===== config.mk =====
export PLATFORM = sky130hd
export DESIGN_NAME = discrete_input_packet_supervisor
export DESIGN_NICKNAME = d
export VERILOG_FILES = /design/src/rtl/dips_pkg.sv /design/src/rtl/dips_lane.sv /design/src/rtl/dips_ctrl.sv /design/src/rtl/dips_emit.sv /design/src/rtl/discrete_input_packet_supervisor.sv
export SDC_FILE = /design/constraint.sdc
export NUM_CORES = 1
export LEC_CHECK = 0
export BUFFER_PORTS_ARGS = -buffer_cell sky130_fd_sc_hd__buf_4
export CAP_MARGIN = 30
export CELL_PAD_IN_SITES_DETAIL_PLACEMENT = 1
export CELL_PAD_IN_SITES_GLOBAL_PLACEMENT = 2
export CORE_MARGIN = 2
export CORE_UTILIZATION = 40
export CTS_CLUSTER_SIZE = 24
export DETAILED_ROUTE_END_ITERATION = 10
export HOLD_SLACK_MARGIN = 0.12
export PLACE_DENSITY = 0.9
export SYNTH_ARGS = -nofsm -noshare
export SYNTH_HDL_FRONTEND = slang
export SYNTH_HIERARCHICAL = 1
export SYNTH_SLANG_ARGS = --single-unit

===== constraint.sdc =====
create_clock -name clk -period 5.6 [get_ports clk]
set_clock_uncertainty 0.1 [all_clocks]
set_input_delay 1.4 -clock clk [delete_from_list [all_inputs] [get_ports clk]]
set_output_delay 1.4 -clock clk [all_outputs]
set_load 0.005 [all_outputs]

===== src/rtl/dips_pkg.sv =====
// shared types and constants of the discrete input packet supervisor
package dips_pkg;

	localparam int NUM_LANES = 8;
	localparam logic [7:0] MIN_LEN = 8'd21;
	localparam logic [3:0] TYPE_OK = 4'h2;

	// configuration register indexes
	localparam logic [2:0] CFG_ENABLE = 3'd0;
	localparam logic [2:0] CFG_SETTLE = 3'd1;
	localparam logic [2:0] CFG_RESP_TO = 3'd2;
	localparam logic [2:0] CFG_ERR_TO = 3'd3;
	localparam logic [2:0] CFG_POLL = 3'd4;

	typedef enum logic [2:0] {
		EV_REPORT = 3'd0,
		EV_POLL = 3'd1,
		EV_RAISED = 3'd2,
		EV_CLEARED = 3'd3,
		EV_REJECT = 3'd4
	} ev_kind_t;

	typedef enum logic [1:0] {
		MODE_STEP = 2'd0,
		MODE_WAIT = 2'd1,
		MODE_TIMEOUT = 2'd2,
		MODE_ERROR = 2'd3
	} mode_t;

	typedef struct packed {
		logic action;
		logic [7:0] packet_length;
		logic [3:0] type_nibble;
		logic [63:0] first_half;
		logic [63:0] second_half;
	} in_item_t;

	typedef struct packed {
		ev_kind_t event_kind;
		logic [2:0] byte_index;
		logic [7:0] byte_value;
		logic error_flag;
		logic last;
	} out_item_t;

	// results of one request handed from control to the emitter
	typedef struct packed {
		logic head_valid;
		ev_kind_t head_kind;
		logic [NUM_LANES-1:0] diff;
		logic [63:0] bytes;
		logic error_flag;
	} job_t;

endpackage


===== src/rtl/dips_lane.sv =====
// one byte lane: point masking, overlap check and change detection
module dips_lane #(
	parameter int LANE = 0,
	parameter int POINT_COUNT = 64
) (
	input  logic [7:0] first_byte,
	input  logic [7:0] cand_byte,
	input  logic [7:0] rep_byte,
	output logic [7:0] masked_byte,
	output logic       overlap,
	output logic       differ
);
	// points of this lane that exist
	localparam int NV_RAW = POINT_COUNT - 8 * LANE;
	localparam int NV = (NV_RAW < 0) ? 0 : ((NV_RAW > 8) ? 8 : NV_RAW);
	localparam logic [7:0] LANE_MASK = ~(8'hFF >> NV);

	// mask, overlap and compare against last report
	assign masked_byte = cand_byte & LANE_MASK;
	assign overlap = |(first_byte & cand_byte & LANE_MASK);
	assign differ = (masked_byte != rep_byte);
endmodule


===== src/rtl/dips_ctrl.sv =====
// supervisor control: registers, mode, tick counters and lane merge
module dips_ctrl #(
	parameter int POINT_COUNT = 64
) (
	input  logic              clk,
	input  logic              arst_n,
	input  dips_pkg::in_item_t item,
	input  logic              item_fire,
	input  logic              cfg_valid,
	input  logic [2:0]        cfg_index,
	input  logic [15:0]       cfg_data,
	output dips_pkg::job_t    job
);
	import dips_pkg::*;

	logic enable_q;
	logic [15:0] settle_q, resp_to_q, err_to_q, poll_q;
	mode_t mode_q, mode_d;
	logic err_q, err_d;
	logic [63:0] pending_q, pending_d, reported_q, reported_d;
	logic [15:0] si_q, si_d, st_q, st_d, sp_q, sp_d;
	logic [15:0] si_b, st_b, sp_b;

	logic [63:0] cand, masked;
	logic [NUM_LANES-1:0] lane_ovl, lane_diff;
	logic rep;
	logic head_valid;
	ev_kind_t head_kind;

	// candidate states: new packet or stored pending states
	assign cand = item.action ? pending_q : item.second_half;

	// byte lanes, byte 0 in the top bits
	for (genvar l = 0; l < NUM_LANES; l++) begin : g_lane
		dips_lane #(.LANE(l), .POINT_COUNT(POINT_COUNT)) u_lane (
			.first_byte (item.first_half[63-8*l -: 8]),
			.cand_byte  (cand[63-8*l -: 8]),
			.rep_byte   (reported_q[63-8*l -: 8]),
			.masked_byte(masked[63-8*l -: 8]),
			.overlap    (lane_ovl[l]),
			.differ     (lane_diff[l])
		);
	end

	// saturating tick counters
	assign si_b = (si_q == 16'hFFFF) ? si_q : si_q + 16'd1;
	assign st_b = (st_q == 16'hFFFF) ? st_q : st_q + 16'd1;
	assign sp_b = (sp_q == 16'hFFFF) ? sp_q : sp_q + 16'd1;

	// next state and events of one request
	always_comb begin
		mode_d = mode_q;
		err_d = err_q;
		pending_d = pending_q;
		reported_d = reported_q;
		si_d = si_q;
		st_d = st_q;
		sp_d = sp_q;
		rep = 1'b0;
		head_valid = 1'b0;
		head_kind = EV_REJECT;
		if (!item.action) begin
			if (item.packet_length >= MIN_LEN && enable_q) begin
				if (item.type_nibble != TYPE_OK) begin
					head_valid = 1'b1;
				end else begin
					si_d = 16'd0;
					if (|lane_ovl) begin
						mode_d = MODE_ERROR;
						head_valid = 1'b1;
					end else if (mode_q == MODE_ERROR) begin
						if (err_q) begin
							err_d = 1'b0;
							head_valid = 1'b1;
							head_kind = EV_CLEARED;
						end
						mode_d = MODE_STEP;
						pending_d = masked;
						rep = 1'b1;
					end else if (mode_q == MODE_WAIT) begin
						pending_d = masked;
					end else begin
						pending_d = masked;
						if (settle_q == 16'd0) begin
							rep = 1'b1;
						end else begin
							mode_d = MODE_WAIT;
						end
					end
				end
			end
		end else if (enable_q) begin
			si_d = si_b;
			st_d = st_b;
			sp_d = sp_b;
			case (mode_q)
				MODE_STEP: begin
					if (si_b >= resp_to_q) begin
						mode_d = MODE_TIMEOUT;
						st_d = 16'd0;
						sp_d = 16'd0;
					end
				end
				MODE_WAIT: begin
					if (si_b >= settle_q) begin
						si_d = 16'd0;
						mode_d = MODE_STEP;
						rep = 1'b1;
					end
				end
				MODE_TIMEOUT: begin
					if (st_b >= err_to_q) begin
						mode_d = MODE_ERROR;
						st_d = 16'd0;
						if (!err_q) begin
							err_d = 1'b1;
							head_valid = 1'b1;
							head_kind = EV_RAISED;
						end
					end else if (sp_b >= poll_q) begin
						sp_d = 16'd0;
						head_valid = 1'b1;
						head_kind = EV_POLL;
					end
				end
				default: begin
					if (st_b >= poll_q) begin
						st_d = 16'd0;
						head_valid = 1'b1;
						head_kind = EV_POLL;
					end
				end
			endcase
		end
		// every changed byte is reported, so reported catches up fully
		if (rep) begin
			reported_d = masked;
		end
	end

	// merge of lane findings into the job
	always_comb begin
		job.head_valid = head_valid;
		job.head_kind = head_kind;
		job.diff = rep ? lane_diff : '0;
		job.bytes = masked;
		job.error_flag = err_d;
	end

	// configuration registers
	always_ff @(posedge clk or negedge arst_n) begin
		if (!arst_n) begin
			enable_q <= 1'b1;
			settle_q <= 16'd0;
			resp_to_q <= 16'd10;
			err_to_q <= 16'd30;
			poll_q <= 16'd5;
		end else if (cfg_valid) begin
			case (cfg_index)
				CFG_ENABLE: enable_q <= cfg_data[0];
				CFG_SETTLE: settle_q <= cfg_data;
				CFG_RESP_TO: resp_to_q <= cfg_data;
				CFG_ERR_TO: err_to_q <= cfg_data;
				CFG_POLL: poll_q <= cfg_data;
				default: ;
			endcase
		end
	end

	// supervisor state
	always_ff @(posedge clk or negedge arst_n) begin
		if (!arst_n) begin
			mode_q <= MODE_ERROR;
			err_q <= 1'b1;
			pending_q <= '0;
			reported_q <= '0;
			si_q <= '0;
			st_q <= '0;
			sp_q <= '0;
		end else if (item_fire) begin
			mode_q <= mode_d;
			err_q <= err_d;
			pending_q <= pending_d;
			reported_q <= reported_d;
			si_q <= si_d;
			st_q <= st_d;
			sp_q <= sp_d;
		end
	end
endmodule


===== src/rtl/dips_emit.sv =====
// result sequencer: held job results, one per ready cycle
module dips_emit (
	input  logic               clk,
	input  logic               arst_n,
	input  dips_pkg::job_t     job,
	input  logic               load,
	output logic               can_load,
	output logic               result_valid,
	input  logic               result_ready,
	output dips_pkg::out_item_t result
);
	import dips_pkg::*;

	logic head_q;
	ev_kind_t kind_q;
	logic [NUM_LANES-1:0] mask_q, mask_pop;
	logic [63:0] bytes_q;
	logic err_q;
	logic [2:0] sel_idx;
	logic busy, last, pop;

	// lowest pending byte index goes first
	always_comb begin
		sel_idx = 3'd0;
		for (int i = NUM_LANES - 1; i >= 0; i--) begin
			if (mask_q[i]) sel_idx = 3'(i);
		end
	end

	assign mask_pop = mask_q & ~(8'b1 << sel_idx);
	assign busy = head_q || (|mask_q);
	assign last = head_q ? (mask_q == '0) : (mask_pop == '0);
	assign pop = busy && result_ready;
	assign can_load = !busy || (result_ready && last);
	assign result_valid = busy;

	// result fields
	always_comb begin
		result.event_kind = head_q ? kind_q : EV_REPORT;
		result.byte_index = head_q ? 3'd0 : sel_idx;
		result.byte_value = head_q ? 8'd0 : bytes_q[{3'd7 - sel_idx, 3'b000} +: 8];
		result.error_flag = err_q;
		result.last = last;
	end

	// job control
	always_ff @(posedge clk or negedge arst_n) begin
		if (!arst_n) begin
			head_q <= 1'b0;
			mask_q <= '0;
		end else if (load) begin
			head_q <= job.head_valid;
			mask_q <= job.diff;
		end else if (pop) begin
			if (head_q) begin
				head_q <= 1'b0;
			end else begin
				mask_q <= mask_pop;
			end
		end
	end

	// job payload
	always_ff @(posedge clk) begin
		if (load) begin
			kind_q <= job.head_kind;
			bytes_q <= job.bytes;
			err_q <= job.error_flag;
		end
	end
endmodule


===== src/rtl/discrete_input_packet_supervisor.sv =====
// top level of the discrete input packet supervisor
//
// channel   signals                              direction  content
// item      item_valid item_ready item           in         packet or tick
// result    result_valid result_ready result     out        events and byte reports
// cfg       cfg_valid cfg_ready cfg_index cfg_data  in      register writes
//
// a request's state update and lane compare finish in the cycle it is taken
// results leave the emitter one per cycle unless stalled, up to nine per request
// the next request is taken in the cycle the last result of the previous one leaves
// a stalled result holds the emitter; requests without results pass when it is free
// reset is asynchronous, active low; cfg_ready is always high
module discrete_input_packet_supervisor #(
	parameter int POINT_COUNT = 64
) (
	input  logic                clk,
	input  logic                arst_n,
	input  logic                item_valid,
	output logic                item_ready,
	input  dips_pkg::in_item_t  item,
	output logic                result_valid,
	input  logic                result_ready,
	output dips_pkg::out_item_t result,
	input  logic                cfg_valid,
	output logic                cfg_ready,
	input  logic [2:0]          cfg_index,
	input  logic [15:0]         cfg_data
);
	import dips_pkg::*;

	job_t job;
	logic item_fire;
	logic can_load;

	assign cfg_ready = 1'b1;
	assign item_ready = can_load;
	assign item_fire = item_valid && can_load;

	// control and lanes
	dips_ctrl #(.POINT_COUNT(POINT_COUNT)) u_ctrl (
		.clk      (clk),
		.arst_n   (arst_n),
		.item     (item),
		.item_fire(item_fire),
		.cfg_valid(cfg_valid),
		.cfg_index(cfg_index),
		.cfg_data (cfg_data),
		.job      (job)
	);

	// result sequencer
	dips_emit u_emit (
		.clk         (clk),
		.arst_n      (arst_n),
		.job         (job),
		.load        (item_fire),
		.can_load    (can_load),
		.result_valid(result_valid),
		.result_ready(result_ready),
		.result      (result)
	);
endmodule


==> flow_results.org <==
** Status
- Result of the run :: completed

** Power
- Peak ir drop on the vdd network :: 0.000238 V
- Dividing total power by cell area gives a power density of 309 nW/µm².
- Final Power :: 6.49 mW
- Leakage power :: 9.92 nW

** Critical path
- Critical path's largest stage delay :: 870 ps
- For the worst setup path, the data required time is 5940 ps.
- Element type at the critical path end :: flop
- Critical path's slowest cell :: a22oi_4
- Kind of start point of the critical path :: flop
- Of all nets on the critical path, the largest fanout is 36.
- The critical path in this run is classified as flop to flop.
- Endpoint arrival time on the critical path :: 5370 ps
- The critical path goes through and3_2 > and4_1 > nand3_4 > and2_1 > and3_1 > xor2_1 > ha_1 > a21oi_1 > o21ai_0 > a211oi_1 > a21oi_2 > a22oi_4 > buf_12 > mux2_2.

** Logic synthesis
- Sequential elements use 46.1% of the synthesized area.
- The top cell type by area accounts for 33.2% of the synthesized area.
- After synthesis the netlist holds a flip-flop and latch count of 321.
- Leading cell type by number of instances after synthesis :: dfrtp_1
- Main area contributors after synthesis :: dfrtp_1 33%, mux2_2 13%, edfxtp_1 11%
- In the synthesized netlist the dominant register cell turns out to be dfrtp_1.
- Cell type contributing the most total cell area after synthesis :: dfrtp_1
- During synthesis, Yosys emitted a total of 6 warnings.
- Leading cell types by count after synthesis :: 241 x dfrtp_1, 217 x mux2_2, 140 x nand2_1, 86 x inv_1, 86 x o21ai_0
- Gate Count Post-Synth :: 1667
- Average cell area after synthesis :: 10.9 µm²
- Post-synthesis cell type count :: 79
- Net count of the mapped netlist :: 1915
- Of all flip-flops after synthesis, the portion carrying an async set or reset was 78.8%.
- In this run, synthesis inferred 68 flip-flops with an integrated enable.
- Post-Syn Area :: 18200 µm²

** CTS
- Post-CTS timing repair inserted 0 buffers for setup.
- The tree built by TritonCTS fans out to 321 sinks.
- Skew-Pair Late Insertion Delay :: 580 ps
- Clock tree synthesis inserted a total of 39 buffers.
- Counting along the longest clock path gives a buffer depth of 3.
- Clock-pin slew was measured on the worst setup and hold paths at 60 ps.
- Buffers inserted to repair hold after CTS numbered 0.
- Post-CTS sizing :: 0
- The cell sitting at the root of the clock tree is a clkbuf_16.
- TritonCTS built the clock tree.
- Clock H-tree levels :: 2

** Global routing
- Number of global-route vias before repair :: 14433
- Total overflow reported by the global router :: 0
- The first global-routing pass estimated 81500 µm of wire.
- Antenna violations before repair :: 0
- Global Route Usage Sum :: 22.1%
- Entering global routing, the biggest net connects 109 pins.

** Timing
- Min Tclk post-route :: 5030 ps
- Rel. slew slack :: 26.8%
- Post-route clock period utilization :: 89.9%
- At the pin with the least slew margin, the transition time is 1100 ps.
- The final number of max-transition violations came to 0.
- Final Setup Violations :: 0
- Max Freq :: 0.199 GHz
- Setup repair after global routing left no endpoint under its margin.
- Final hold vios :: 0
- Setup total negative slack on the finished layout was measured at 0 ps.

** Final layout
- Count of antenna diodes in the layout :: 0
- Relative to the synthesized area, the layout overhead comes to 15.5%.
- The largest registers in the layout are u_ctrl/pending_q: 64 flops, u_ctrl/reported_q: 64 flops, u_emit/bytes_q: 64 flops.
- Count of nets after finishing :: 2015
- Share of layout cells above drive strength 1 :: 28.8%
- After filler insertion, the fill cell instance count of the layout stands at 4870.

** Routing
- Dividing the detail-routed wire length by the instance count gives 21.5 µm.
- Routed vias/inst :: 5.55
- Number of detailed-routing iterations run before antenna repair :: 5
- Number of design-rule violations left by the first detailed-router iteration :: 755
- In the routed design, unresolved DRC markers number 0.
- Aggregate routed wire length :: 51500 µm
- Across all layers, the routed design uses 13312 vias.
- Antenna viol nets, final :: 0

** Die
- Placeable core area :: 45100 µm²
- Site row count :: 78
- The die is 217 µm wide.
- The die is 217 µm tall.
- Ports placed on the boundary :: 184
- The initial utilization of the core area, before any placement, comes to 40.3%.
- The die covers 47200 µm².

** Placed design
- HPWL after detailed placement :: 37400 µm
- At the end of routability-driven placement, the weighted congestion stood at 0.874.
- Port buffering added 182 buffers.

** Run
- The tool flagged a number of max-cap violations equal to 0.

** Min path
- In this run the worst hold path is classified as flop to flop.
## cell usage in the layout, fill, tap and decap left out, drive strengths merged, types with 10 or more instances in the layout
cell type  Yosys  final
and3          21     21
a2111oi       35     35
nand4         26     26
a22o          12     12
ha            83     83
nor3          24     24
o21ai         87     87
nand3         32     32
nor2          63     63
mux2         218    218
dfrtp        241    241
a211oi        10     10
a22oi         33     33
clkbuf        44     56
nor4          26     26
o22ai         12     12
nand2b        13     13
clkinv         0     11
edfxtp        68     68
nand2        140    140
o221ai        16     16
a21o          12     12
xnor2         21     21
and2          18     18
inv           86     88
dfstp         12     12
a21oi         43     43
xor2          81     81
buf           99    202
## cell families (layout without fill, tap and decap cells)
| group | after synthesis | in the layout | synth area share [%] |
|---|---|---|---|
| compound gates | 308 | 308 | 11.8 |
| xor+xnor | 102 | 102 | 4.91 |
| fa+ha+maj | 85 | 85 | 5.82 |
| buf+inv | 229 | 360 | 6.44 |
| flops | 321 | 321 | 46.1 |
| mux | 221 | 221 | 13.7 |
| other cells | 1 | 1 | 0.0206 |
| simple gates | 400 | 400 | 11.2 |
## final timing paths
kind,depth (start not counted),to,slack (ps),startpoint
setup / recovery,14,u_ctrl/reported_q[59],570,u_ctrl/si_q[3]
hold / removal,1,u_ctrl/pending_q[37],400,u_ctrl/pending_q[37]
setup reg to reg,14,u_ctrl/reported_q[59],570,u_ctrl/si_q[3]
hold reg to reg,1,u_ctrl/pending_q[37],400,u_ctrl/pending_q[37]
max in group asynchronous,2,u_ctrl/reported_q[37],3400,arst_n
min in group asynchronous,1,u_ctrl/pending_q[44],770,arst_n
## where the power goes
part           internal (mW)  switching (mW)
Clock                   1.55            1.04
Combinational          0.493           0.680
Sequential              2.59           0.133
Total                   4.63            1.86
## cell type report
type	instances	area, µm²	area share, %
Inverter	86	323	1.54
Clock buffer	56	1160	5.53
Sequential cell	321	8390	39.9
Timing Repair Buffer	202	1570	7.49
Tap cell	600	751	3.57
Clock inverter	16	175	0.834
Multi-Input combinational cell	1117	8640	41.1
## stage by stage
step | cell area (µm²) | hold WS (ps) | instances | utilization, % | setup slack [ps]
4_1_cts | 21000 | 405 | 2398 | 46.6 | 571
6_report | 21000 | 403 | 2398 | 46.6 | 567
5_1_grt | 21000 | 419 | 2398 | 46.6 | 184
3_3_place_gp | 19600 | 383 | 2324 | 43.6 | 334
2_1_floorplan | 18200 | 375 | 1667 | - | 371
3_5_place_dp | 19700 | 392 | 2326 | 43.6 | 126
## layer usage
layer	up-vias	GRT usage (%)	share of wire (%)
met4	0	6.85	2.4
met5	-	0	0
met3	66	2.80	3.6
met1	6771	28.1	44
li1	6204	-	-
met2	271	39.1	50
## worst max-delay path, delay by kind of cell (launching register included)
| family | cells | cell delay [ps] |
|---|---|---|
| xor+xnor | 1 | 230 |
| fa+ha+maj | 1 | 290 |
| mux | 1 | 370 |
| simple gates | 5 | 1370 |
| flops | 1 | 460 |
| buf+inv | 1 | 330 |
| compound gates | 5 | 1680 |
(Power assumes the default switching activity.)
